--- src/rtl/matrix_keypad_debounce_scanner_core_assert.svh ---
// Assertion macros for the keypad scanner core.
// Needs signals named clock and reset in the scope of each use.
`ifndef MATRIX_KEYPAD_DEBOUNCE_SCANNER_CORE_ASSERT_SVH
`define MATRIX_KEYPAD_DEBOUNCE_SCANNER_CORE_ASSERT_SVH

// Checked only outside reset
`define MKDS_ASSERT(name, prop, msg) \
   name: assert property (@(posedge clock) disable iff (reset) prop) else $error(msg);

// Checked on every edge, reset included
`define MKDS_ASSERT_ALWAYS(name, prop, msg) \
   name: assert property (@(posedge clock) prop) else $error(msg);

`endif

--- src/rtl/mkds_pkg.sv ---
// Shared widths and constants for the keypad scanner core.
// No dependencies.
package mkds_pkg;

   localparam int ROW_IDX_W   = 2;   // row index field
   localparam int COL_IN_W    = 4;   // column level field
   localparam int KEY_W       = 4;   // key index field
   localparam int CNT_W       = 8;   // run counter field; compared with the threshold
   localparam int THR_W       = 8;

   localparam logic [THR_W-1:0] THRESHOLD_RESET = 8'd5;
   localparam logic [CNT_W-1:0] COUNTER_TOP     = 8'd255;

endpackage

--- src/rtl/mkds_if.sv ---
// Valid/ready channel interfaces for scan samples and scan results.
// Depends on mkds_pkg for field widths.
interface mkds_req_if;
   logic                                 valid;
   logic                                 ready;
   logic [mkds_pkg::ROW_IDX_W-1:0]       row_index;
   logic [mkds_pkg::COL_IN_W-1:0]        col_levels;
   logic                                 clear_available;

   modport source (output valid, output row_index, output col_levels,
                   output clear_available, input ready);
   modport sink   (input valid, input row_index, input col_levels,
                   input clear_available, output ready);
endinterface

interface mkds_rsp_if;
   logic                                 valid;
   logic                                 ready;
   logic                                 key_available;
   logic [mkds_pkg::KEY_W-1:0]           key_index;
   logic                                 new_press;
   logic [mkds_pkg::COL_IN_W-1:0]        row_stable_levels;

   modport source (output valid, output key_available, output key_index,
                   output new_press, output row_stable_levels, input ready);
   modport sink   (input valid, input key_available, input key_index,
                   input new_press, input row_stable_levels, output ready);
endinterface

--- src/rtl/matrix_keypad_debounce_scanner_core.sv ---
// Debounced matrix keypad scanner: per-key run counters, stable levels, key latch.
// Depends on mkds_pkg, mkds_if.sv and matrix_keypad_debounce_scanner_core_assert.svh.
//
// Usage:
//   req_if carries one scan sample per word: the row driven low, the column
//   levels read back (0 = pressed) and a flag that clears the key-available bit.
//   rsp_if returns one result word per sample: sticky key-available flag, last
//   latched key index, a new-press pulse and the debounced levels of that row.
//   csr_write_en/csr_write_data write the debounce threshold (reset value 5);
//   write it only while no sample is in flight.
// Timing:
//   A sample accepted into the input register is processed by one pass of
//   logic and moves into the result register when that register is empty or
//   being read. One sample per cycle is sustained while rsp_if.ready stays
//   high; the per-key state is updated as the sample leaves the input
//   register, so back-to-back samples on the same row see each other's update.
// Reset (synchronous): counters and previous levels clear, stable levels go to
//   released, the key latch and flag clear and both registers empty.
// Stall: when rsp_if.ready is low the result holds, the input register keeps
//   one more sample, then req_if.ready drops.
module matrix_keypad_debounce_scanner_core #(
   parameter int ROW_COUNT = 4,
   parameter int COL_COUNT = 4
) (
   input  logic                          clock,
   input  logic                          reset,
   input  logic                          csr_write_en,
   input  logic [mkds_pkg::THR_W-1:0]    csr_write_data,
   mkds_req_if.sink                      req_if,
   mkds_rsp_if.source                    rsp_if
);

`include "matrix_keypad_debounce_scanner_core_assert.svh"

   localparam int ROW_IDX_W = mkds_pkg::ROW_IDX_W;
   localparam int COL_IN_W  = mkds_pkg::COL_IN_W;
   localparam int KEY_W     = mkds_pkg::KEY_W;
   localparam int CNT_W     = mkds_pkg::CNT_W;
   localparam int THR_W     = mkds_pkg::THR_W;

   // threshold register
   logic [THR_W-1:0] thr_ff;

   always_ff @(posedge clock) begin
      if (reset) begin
         thr_ff <= mkds_pkg::THRESHOLD_RESET;
      end else if (csr_write_en) begin
         thr_ff <= csr_write_data;
      end
   end

   // input register
   logic                  s1_vld_ff;
   logic [ROW_IDX_W-1:0]  s1_row_ff;
   logic [COL_IN_W-1:0]   s1_cols_ff;
   logic                  s1_clr_ff;
   logic                  load_res;
   logic                  req_take;

   // result register
   logic                  rsp_vld_ff;
   logic                  avail_ff;
   logic [KEY_W-1:0]      key_ff;
   logic                  press_ff;
   logic [COL_IN_W-1:0]   levels_ff;

   assign load_res   = s1_vld_ff && (!rsp_vld_ff || rsp_if.ready);
   assign req_if.ready = !s1_vld_ff || load_res;
   assign req_take   = req_if.valid && req_if.ready;

   always_ff @(posedge clock) begin
      if (reset) begin
         s1_vld_ff <= 1'b0;
      end else if (req_take) begin
         s1_vld_ff <= 1'b1;
      end else if (load_res) begin
         s1_vld_ff <= 1'b0;
      end
   end

   always_ff @(posedge clock) begin
      if (req_take) begin
         s1_row_ff  <= req_if.row_index;
         s1_cols_ff <= req_if.col_levels;
         s1_clr_ff  <= req_if.clear_available;
      end
   end

   // per-key state, one row vector per keypad row
   logic [COL_COUNT-1:0] prev_ff   [ROW_COUNT];
   logic [COL_COUNT-1:0] stable_ff [ROW_COUNT];
   logic [CNT_W-1:0]     cnt_ff    [ROW_COUNT][COL_COUNT];

   logic [COL_COUNT-1:0] prev_in   [ROW_COUNT];
   logic [COL_COUNT-1:0] stable_in [ROW_COUNT];
   logic [CNT_W-1:0]     cnt_in    [ROW_COUNT][COL_COUNT];

   logic                 row_ok;
   logic [COL_COUNT-1:0] cur_prev;
   logic [COL_COUNT-1:0] cur_stable;
   logic [CNT_W-1:0]     cur_cnt   [COL_COUNT];
   logic [COL_COUNT-1:0] new_prev;
   logic [COL_COUNT-1:0] new_stable;
   logic [CNT_W-1:0]     new_cnt   [COL_COUNT];
   logic                 press_c;
   logic [KEY_W-1:0]     key_c;
   logic [COL_IN_W-1:0]  levels_c;
   logic                 avail_c;

   // select the sampled row
   always_comb begin
      row_ok     = 32'(s1_row_ff) < ROW_COUNT;
      cur_prev   = '0;
      cur_stable = '1;
      for (int c = 0; c < COL_COUNT; c++) begin
         cur_cnt[c] = '0;
      end
      for (int r = 0; r < ROW_COUNT; r++) begin
         if (32'(s1_row_ff) == r) begin
            cur_prev   = prev_ff[r];
            cur_stable = stable_ff[r];
            for (int c = 0; c < COL_COUNT; c++) begin
               cur_cnt[c] = cnt_ff[r][c];
            end
         end
      end
   end

   // per-key counter update; highest qualifying column wins the latch
   always_comb begin
      logic lvl;
      logic upd;
      press_c    = 1'b0;
      key_c      = key_ff;
      new_prev   = cur_prev;
      new_stable = cur_stable;
      for (int c = 0; c < COL_COUNT; c++) begin
         lvl = (c < COL_IN_W) ? s1_cols_ff[c[1:0]] : 1'b1;
         if (lvl == cur_prev[c]) begin
            upd        = cur_cnt[c] != mkds_pkg::COUNTER_TOP;
            new_cnt[c] = upd ? cur_cnt[c] + 1'b1 : cur_cnt[c];
         end else begin
            upd        = 1'b1;
            new_cnt[c] = '0;
         end
         if (upd && new_cnt[c] == thr_ff) begin
            new_stable[c] = lvl;
            if (!lvl && row_ok) begin
               press_c = 1'b1;
               key_c   = KEY_W'(32'(s1_row_ff) * COL_COUNT + c);
            end
         end
         new_prev[c] = lvl;
      end
   end

   // result fields
   always_comb begin
      levels_c = '0;
      if (row_ok) begin
         levels_c = '1;
         for (int c = 0; c < COL_COUNT; c++) begin
            if (c < COL_IN_W && !new_stable[c]) begin
               levels_c[c[1:0]] = 1'b0;
            end
         end
      end
      avail_c = (avail_ff && !s1_clr_ff) || press_c;
   end

   // state write-back for the sampled row
   always_comb begin
      prev_in   = prev_ff;
      stable_in = stable_ff;
      cnt_in    = cnt_ff;
      if (load_res && row_ok) begin
         for (int r = 0; r < ROW_COUNT; r++) begin
            if (32'(s1_row_ff) == r) begin
               prev_in[r]   = new_prev;
               stable_in[r] = new_stable;
               for (int c = 0; c < COL_COUNT; c++) begin
                  cnt_in[r][c] = new_cnt[c];
               end
            end
         end
      end
   end

   always_ff @(posedge clock) begin
      if (reset) begin
         for (int r = 0; r < ROW_COUNT; r++) begin
            prev_ff[r]   <= '0;
            stable_ff[r] <= '1;
            for (int c = 0; c < COL_COUNT; c++) begin
               cnt_ff[r][c] <= '0;
            end
         end
      end else begin
         prev_ff   <= prev_in;
         stable_ff <= stable_in;
         cnt_ff    <= cnt_in;
      end
   end

   // key latch and sticky flag, plus result valid
   always_ff @(posedge clock) begin
      if (reset) begin
         rsp_vld_ff <= 1'b0;
         avail_ff   <= 1'b0;
         key_ff     <= '0;
      end else begin
         if (load_res) begin
            rsp_vld_ff <= 1'b1;
            avail_ff   <= avail_c;
            key_ff     <= key_c;
         end else if (rsp_if.ready) begin
            rsp_vld_ff <= 1'b0;
         end
      end
   end

   always_ff @(posedge clock) begin
      if (load_res) begin
         press_ff  <= press_c;
         levels_ff <= levels_c;
      end
   end

   assign rsp_if.valid             = rsp_vld_ff;
   assign rsp_if.key_available     = avail_ff;
   assign rsp_if.key_index         = key_ff;
   assign rsp_if.new_press         = press_ff;
   assign rsp_if.row_stable_levels = levels_ff;

   // checks
   `MKDS_ASSERT(a_press_sets_flag, rsp_vld_ff && press_ff |-> avail_ff,
      "new press reported without key available")
   `MKDS_ASSERT(a_press_latches, load_res && press_c |=> avail_ff && key_ff == $past(key_c),
      "debounced press not latched")
   `MKDS_ASSERT(a_input_held, s1_vld_ff && !load_res |=> s1_vld_ff && $stable(s1_row_ff),
      "stalled sample lost from input register")
   `MKDS_ASSERT_ALWAYS(a_reset_empty, reset |=> !s1_vld_ff && !rsp_vld_ff && !avail_ff,
      "registers not empty after reset")

endmodule

--- src/flat_wrapper.sv ---
// flat-port wrapper written by rule: the top's interface ports become plain ports
module matrix_keypad_debounce_scanner_core_flat 
#(
   parameter int ROW_COUNT = 4,
   parameter int COL_COUNT = 4
)
  (clock, reset, csr_write_en, csr_write_data, req_if_valid, req_if_row_index, req_if_col_levels, req_if_clear_available, req_if_ready, rsp_if_valid, rsp_if_key_available, rsp_if_key_index, rsp_if_new_press, rsp_if_row_stable_levels, rsp_if_ready);
  mkds_req_if req_if_i ();
  mkds_rsp_if rsp_if_i ();
  input  logic clock;
  input  logic reset;
  input  logic csr_write_en;
  input  logic [mkds_pkg::THR_W-1:0] csr_write_data;
  input wire logic [$bits(req_if_i.valid)-1:0] req_if_valid;
  input wire logic [$bits(req_if_i.row_index)-1:0] req_if_row_index;
  input wire logic [$bits(req_if_i.col_levels)-1:0] req_if_col_levels;
  input wire logic [$bits(req_if_i.clear_available)-1:0] req_if_clear_available;
  output wire logic [$bits(req_if_i.ready)-1:0] req_if_ready;
  output wire logic [$bits(rsp_if_i.valid)-1:0] rsp_if_valid;
  output wire logic [$bits(rsp_if_i.key_available)-1:0] rsp_if_key_available;
  output wire logic [$bits(rsp_if_i.key_index)-1:0] rsp_if_key_index;
  output wire logic [$bits(rsp_if_i.new_press)-1:0] rsp_if_new_press;
  output wire logic [$bits(rsp_if_i.row_stable_levels)-1:0] rsp_if_row_stable_levels;
  input wire logic [$bits(rsp_if_i.ready)-1:0] rsp_if_ready;
  assign req_if_i.valid = req_if_valid;
  assign req_if_i.row_index = req_if_row_index;
  assign req_if_i.col_levels = req_if_col_levels;
  assign req_if_i.clear_available = req_if_clear_available;
  assign req_if_ready = req_if_i.ready;
  assign rsp_if_valid = rsp_if_i.valid;
  assign rsp_if_key_available = rsp_if_i.key_available;
  assign rsp_if_key_index = rsp_if_i.key_index;
  assign rsp_if_new_press = rsp_if_i.new_press;
  assign rsp_if_row_stable_levels = rsp_if_i.row_stable_levels;
  assign rsp_if_i.ready = rsp_if_ready;
  matrix_keypad_debounce_scanner_core #(.ROW_COUNT(ROW_COUNT), .COL_COUNT(COL_COUNT)) u_core (.clock(clock), .reset(reset), .csr_write_en(csr_write_en), .csr_write_data(csr_write_data), .req_if(req_if_i), .rsp_if(rsp_if_i));
endmodule
--- config.mk ---
export PLATFORM = sky130hd
export DESIGN_NAME = matrix_keypad_debounce_scanner_core_flat
export DESIGN_NICKNAME = d
export VERILOG_FILES = /design/src/rtl/mkds_pkg.sv /design/src/rtl/mkds_if.sv /design/src/rtl/matrix_keypad_debounce_scanner_core.sv /design/src/flat_wrapper.sv
export VERILOG_INCLUDE_DIRS = /design/src /design/src/rtl
export SDC_FILE = /design/constraint.sdc
export NUM_CORES = 1
export LEC_CHECK = 0
export BUFFER_PORTS_ARGS = -buffer_cell sky130_fd_sc_hd__buf_2
export CORE_ASPECT_RATIO = 0.5
export CORE_MARGIN = 8
export CORE_UTILIZATION = 54
export CTS_CLUSTER_SIZE = 24
export DETAILED_ROUTE_END_ITERATION = 6
export PLACE_DENSITY_LB_ADDON = 0.3
export SLEW_MARGIN = 20
export SYNTH_ARGS = -nofsm -noshare
export SYNTH_HDL_FRONTEND = slang
export SYNTH_SLANG_ARGS = --single-unit
export TNS_END_PERCENT = 5
--- constraint.sdc ---
create_clock -name clock -period 5.2 [get_ports clock]
set_input_delay 0.52 -clock clock [delete_from_list [all_inputs] [get_ports clock]]
set_output_delay 0.52 -clock clock [all_outputs]
set_load 0.005 [all_outputs]
=== Word level (Yosys, flattened, before mapping) ===
Cells that the tools add are included.

* Register bits after elaboration: 187
* Bits in latches: 0
* Memory bits (writable): 0
* Memory bits (read-only): 0
* Output and inout port bits: 12
* Memories kept: 0

* Add/subtract/negate cells: 7
* $mul: 0
* Div/mod/pow operators: 0
* Magnitude comparators: 0
* Equal/unequal tests: 15
* Shift-type cells: 0
* Multiplexer cells: 52
* Bitwise operators: 0
* Reduce and logical (&&, ||, !) cells: 20

{| class="wikitable"
|+ Operator list
! operator !! count
|-
| 2-to-1 mux 32 bit || 4
|-
| 2-to-1 mux 4 bit || 16
|-
| 2-to-1 mux 8 bit || 8
|-
| adder 8 x 1 -> 8 bit (second input constant) || 4
|-
| == test 8 bit || 4
|-
| != test 8 bit (second input constant) || 4
|-
| 2-to-1 mux 1 bit || 24
|-
| adder 4 x 2 -> 4 bit (second input constant) || 2
|-
| AND reduction 2 bit || 4
|-
| logical AND 1 bit || 7
|-
| adder 4 x 1 -> 4 bit (second input constant) || 1
|-
| == test 1 bit || 4
|-
| == test 2 bit (second input constant) || 2
|-
| nonzero test 2 bit || 2
|-
| zero test 1 bit || 3
|-
| logical OR 1 bit || 3
|-
| == test 2 x 1 -> 1 bit (second input constant) || 1
|-
| zero test 2 bit || 1
|}

=== Depth between registers and ports, before layout ===
* Depth in word-level cells: 18
* Depth in mapped cells: 16

=== Worst setup path before layout ===
OpenSTA, ideal clock, no wires.

* Path type: register to register
* Start point: register u_core.s1_row_ff[0]
* End point: register u_core.levels_ff[3] (netlist: u_core.rsp_if.row_stable_levels[3]) (data pin)
* Library setup time: 0.271 ns
* Arrival: 3.265 ns
* Setup slack: 1.664 ns
* Stages on the path, launching flop included: 12
* Buffers on the path: 1
* Cells stage by stage: edfxtp_1 > buf_4 > mux4_2 > ha_1 > nand2_1 > o22ai_1 > nand4_1 > a21oi_1 > xnor2_1 > nand4_1 > or4_4 > mux2_2

* Longest elaborated chain between the ends: 12

{| class="wikitable"
|+ RTL lines
! item !! RTL line !! RTL
|-
| start: declaration || matrix_keypad_debounce_scanner_core.sv:54 || <nowiki>logic [ROW_IDX_W-1:0] s1_row_ff;</nowiki>
|-
| start signal: assignment || matrix_keypad_debounce_scanner_core.sv:83 || <nowiki>s1_row_ff <= req_if.row_index;</nowiki>
|-
| zero test 2 bit || matrix_keypad_debounce_scanner_core.sv:119 || <nowiki>if (32'(s1_row_ff) == r) begin</nowiki>
|-
| 2-to-1 mux 32 bit (4 in series) || matrix_keypad_debounce_scanner_core.sv:119 ||
|-
| adder 8 x 1 -> 8 bit / != test 8 bit (equally long branches) || matrix_keypad_debounce_scanner_core.sv:141, matrix_keypad_debounce_scanner_core.sv:140 ||
|-
| 2-to-1 mux 8 bit || matrix_keypad_debounce_scanner_core.sv:141 || <nowiki>new_cnt[c] = upd ? cur_cnt[c] + 1'b1 : cur_cnt[c];</nowiki>
|-
| 2-to-1 mux 8 bit || matrix_keypad_debounce_scanner_core.sv:139 || <nowiki>if (lvl == cur_prev[c]) begin</nowiki>
|-
| == test 8 bit || matrix_keypad_debounce_scanner_core.sv:146 || <nowiki>if (upd && new_cnt[c] == thr_ff) begin</nowiki>
|-
| logical AND 1 bit || matrix_keypad_debounce_scanner_core.sv:146 ||
|-
| 2-to-1 mux 1 bit (*) || matrix_keypad_debounce_scanner_core.sv:146 ||
|-
| 2-to-1 mux 1 bit (*) || matrix_keypad_debounce_scanner_core.sv:163 || <nowiki>if (c < COL_IN_W && !new_stable[c]) begin</nowiki>
|-
| named net u_core.levels_c[3] || matrix_keypad_debounce_scanner_core.sv:107 || <nowiki>logic [COL_IN_W-1:0] levels_c;</nowiki>
|-
| end signal: assignment || matrix_keypad_debounce_scanner_core.sv:225 || <nowiki>levels_ff <= levels_c;</nowiki>
|-
| end: declaration || matrix_keypad_debounce_scanner_core.sv:65 || <nowiki>logic [COL_IN_W-1:0] levels_ff;</nowiki>
|}

The timed path passes the listed nets; every way through them passes the cells marked *.
A chain may end at the register's enable or synchronous reset.

=== Final worst setup path ===
* Start point: register u_core.s1_row_ff[1]
* End point: register u_core.key_ff[3] (netlist: u_core.rsp_if.key_index[3])

* Longest elaborated chain between the ends: 17

{| class="wikitable"
|+ RTL lines
! item !! RTL line !! RTL
|-
| zero test 2 bit || matrix_keypad_debounce_scanner_core.sv:119 ||
|-
| 2-to-1 mux 32 bit (4 in series) || matrix_keypad_debounce_scanner_core.sv:119 ||
|-
| adder 8 x 1 -> 8 bit / != test 8 bit (equally long branches) || matrix_keypad_debounce_scanner_core.sv:141, matrix_keypad_debounce_scanner_core.sv:140 ||
|-
| 2-to-1 mux 8 bit || matrix_keypad_debounce_scanner_core.sv:141 ||
|-
| 2-to-1 mux 8 bit || matrix_keypad_debounce_scanner_core.sv:139 ||
|-
| == test 8 bit || matrix_keypad_debounce_scanner_core.sv:146 ||
|-
| logical AND 1 bit || matrix_keypad_debounce_scanner_core.sv:146 ||
|-
| 2-to-1 mux 4 bit || matrix_keypad_debounce_scanner_core.sv:146 ||
|-
| 2-to-1 mux 4 bit || matrix_keypad_debounce_scanner_core.sv:148 || <nowiki>if (!lvl && row_ok) begin</nowiki>
|-
| 2-to-1 mux 4 bit || matrix_keypad_debounce_scanner_core.sv:146 ||
|-
| 2-to-1 mux 4 bit || matrix_keypad_debounce_scanner_core.sv:148 ||
|-
| 2-to-1 mux 4 bit || matrix_keypad_debounce_scanner_core.sv:146 ||
|-
| 2-to-1 mux 4 bit || matrix_keypad_debounce_scanner_core.sv:148 ||
|-
| 2-to-1 mux 4 bit (*) || matrix_keypad_debounce_scanner_core.sv:146 ||
|-
| end signal: assignment || matrix_keypad_debounce_scanner_core.sv:215 || <nowiki>key_ff <= key_c;</nowiki>
|-
| end: declaration || matrix_keypad_debounce_scanner_core.sv:63 || <nowiki>logic [KEY_W-1:0] key_ff;</nowiki>
|}

Mark *: on every way between the ends. The rest lies on a longest branch, timed or not.

==> flow_summary.yaml <==
finish:
  num_antenna_cells: 0
  area_growth_syn_to_layout_pct: 8.04
  final_common_cell: "nand2_1"
  nets: 1124
  drive_gt1_share_pct: 13.3
  layout_common_cells: "nand2_1 (347), dfxtp_1 (175), a21oi_1 (168)"
  design_area_um2: 10200
  nFillCells: 1500
placed_design:
  dpl.hpwl_mm: 16.1
  dpl_cell_area_um2: 9590
  place_congestion: 0.896
  port_buffers: 31
die:
  rows: 34
  dieArea_um2: 22200
  die_w_um: 203
  start_util_pct: 54.7
  die_y_um: 109
  ios: 32
  core_area_um2: 17200
sta:
  final_max_slew_viol_count: 0
  rsz0062_at_grt: "false"
  min_period_over_period_pct: 81.9
  setup_viol: 0
  fin_setup_tns_ns: 0
  fmax_mhz: 235
  slew_headroom_pct: 23.7
  final.setup_skew_ns: 0.0175
  layout_min_cycle_time_ns: 4.26
  tightest_slew_ns: 1.14
  hold_viol_final: 0
critical_path:
  cp_max_fo: 27
  critPathLaunchType: "flip-flop"
  crit_required_ns: 5.57
  reg2reg_depth: 13
  crit_chain: "buf_4 > mux4_2 > ha_1 > nand2_1 > o22ai_1 > nand4_1 > a21oi_1 > xnor2_1 > nand4_1 > or4_4 > o22ai_2 > o21a_2 > mux2i_1"
  cpPeakStageDelay_ns: 0.57
  r2r_slack_ns: 0.94
  critical_path_arrival_ns: 4.62
  cp_top_family: "compound AO/OA/AOI/OAI gates"
  r2r-end: "u_core.rsp_if.key_index[3]$_SDFFE_PP0P_"
  crit_type: "reg -> reg"
  slowest_stage: "or4_4"
  r2r_start: "u_core.s1_row_ff[1]$_DFFE_PP_"
  cpMostUsedCell: "nand4_1"
  path_buf_inv: 1
  worstSetupEndpointType: "flip-flop"
logic_synthesis:
  synthCells: 1120
  synth_edf_count: 12
  syn-cell-area_um2: 9430
  yosysUniqueCellTypes: 79
  synth_top_area_cell: "dfxtp_1"
  synthArstFlopShare_pct: 0
  yosys-top-cells-area: "dfxtp_1 (37%), nand2_1 (14%), mux4_2 (9.3%), a21oi_1 (8.9%), edfxtp_1 (3.8%)"
  ys_ff_latch: 187
  syn_nets: 1144
  yosys.area.top_type_share_pct: 37.2
  synthFlopType: "dfxtp_1"
  synth.yosys.seq_area_share_pct: 41.0
  ys_warn_count: 0
  synth_area_per_cell_um2: 8.42
detailed_routing:
  wl_mm: 25.6
  drt-pass1-iter-count: 6
  drt_iter0_drc: 955
  drt-wirelength-per-cell_um: 19.0
  ant_nets: 0
  via_per_inst: 6.17
  drc: 0
  via_count: 8317
clock_network:
  cts_tree: "built"
  clk_pin_slew_worst_paths_ns: 0.07
  h-tree-depth: 4
  post_cts_resize_count: 0
  postCtsHoldBufs: 0
  clk_latency_ns: 0.44
  cts_buffer_depth: 2
  root_buffer: "clkbuf_16"
  cts_setup_buffers: 0
  cts.sinks: 187
  numCtsBuffers: 17
global_route:
  antenna_found_initial: 0
  grt_pass1_wl_mm: 41.4
  overflow: 0
  track_usage_pct: 23.2
  grt_pass1_vias: 7811
  grt_max_degree: 85
power_and_ir_drop:
  irDropWorstVdd_mv: 0.234
  leakagePower_nw: 3.40
  power_density_nw_per_um2: 300
worst_hold_path:
  hold_path_end: "u_core.new_prev[1]$_DFFE_PP_"
  min_from: "req_if_col_levels[1]"
  hold_class: "in -> reg"
  hold_depth: 1
flow_run:
  cap_violations: 0
status:
  status: "complete, no violations"
-- state kept, by name, summed over array words and instances (netlist names) --
register	cells
u_core.cnt_ff	128
u_core.prev_ff	16
u_core.stable_ff	16
u_core.thr_ff	8
u_core.new_prev	4
u_core.rsp_if.key_index	4
u_core.rsp_if.row_stable_levels	4
u_core.s1_row_ff	2
u_core.rsp_if.key_available	1
u_core.rsp_if.new_press	1
u_core.rsp_if.valid	1
u_core.s1_clr_ff	1
u_core.s1_vld_ff	1
-- Yosys cell counts, types with 4 or more instances --
| cell | n |
|---|---|
| a31oi_1 | 10 |
| a21oi_1 | 168 |
| and2_1 | 13 |
| dfxtp_1 | 175 |
| o21ai_0 | 14 |
| xor2_1 | 7 |
| buf_1 | 6 |
| inv_1 | 11 |
| mux2_2 | 5 |
| buf_6 | 10 |
| o21a_1 | 4 |
| nand2b_1 | 6 |
| mux2i_1 | 23 |
| a211oi_1 | 6 |
| ha_1 | 4 |
| nor2_1 | 41 |
| and3_1 | 6 |
| mux4_2 | 39 |
| edfxtp_1 | 12 |
| buf_2 | 6 |
| nand4_1 | 10 |
| nand2_1 | 347 |
| nor4_1 | 4 |
| nor3_1 | 9 |
| o22ai_2 | 4 |
| xnor2_1 | 19 |
| nand3_1 | 15 |
| o211ai_1 | 12 |
| o22ai_1 | 4 |
| clkbuf_1 | 59 |
-- logic make-up after synthesis --
family	after synthesis	synth area share (%)
fa+ha+maj	4	0.531
simple gates	478	21.7
buf+inv	96	4.87
mux	69	12.8
flops	187	41.0
xor+xnor	28	2.76
compound gates	258	16.4
-- cell type report --
cell class              count  area, µm²  area share (%)
clock buffers              21        462            4.53
repair buffers             45        263            2.58
clock inverters            11        134            1.31
inverters                  12       45.0           0.442
well taps                 234        293            2.87
flip-flops and latches    187       3860            37.9
multi-input cells         837       5130            50.3
-- how the worst max path moves through the flow --
stage                                   from                                            to  slack [ns]  depth (start not counted)
3_3_place_gp   u_core.s1_row_ff[1]$_DFFE_PP_              u_core.stable_ff[3]$_SDFFE_PP1P_        1.10                         13
6_report       u_core.s1_row_ff[1]$_DFFE_PP_       u_core.rsp_if.key_index[3]$_SDFFE_PP0P_        0.94                         13
2_1_floorplan  u_core.s1_row_ff[0]$_DFFE_PP_  u_core.rsp_if.row_stable_levels[3]$_DFFE_PP_        1.66                         11
4_1_cts        u_core.s1_row_ff[1]$_DFFE_PP_       u_core.rsp_if.key_index[3]$_SDFFE_PP0P_         1.0                         13
5_1_grt        u_core.s1_row_ff[1]$_DFFE_PP_       u_core.rsp_if.key_index[3]$_SDFFE_PP0P_        0.65                         13
3_5_place_dp   u_core.s1_row_ff[1]$_DFFE_PP_              u_core.stable_ff[3]$_SDFFE_PP1P_        1.00                         13
-- power by group --
part           internal [mW]  total [mW]  switching, mW
registers               1.47        1.49         0.0271
logic                 0.0727       0.218          0.145
clock network          0.747        1.34          0.596
total                   2.29        3.05          0.767
-- per-layer routing --
metal	global-route usage, %	up-vias	wire [µm]
met5	0	-	0
met1	30.7	4068	11100
met3	3.76	41	2060
li1	-	3846	-
met2	39.0	362	12100
met4	7.82	0	398
-- metrics by stage --
step	hold WS [ns]	util, %	setup WS [ns]	total power, mW	std cells
final	0.257	59.1	0.941	3.05	1347
after global routing	0.248	59.1	0.650	3.14	1347
after CTS	0.243	59.1	0.997	3.06	1347
after detailed placement	0.443	55.7	1.00	1.74	1315
after global placement	0.439	55.7	1.10	1.73	1315
after floorplan	0.432	-	1.66	1.68	1120
Note: power is estimated with default switching activity, not from simulation.
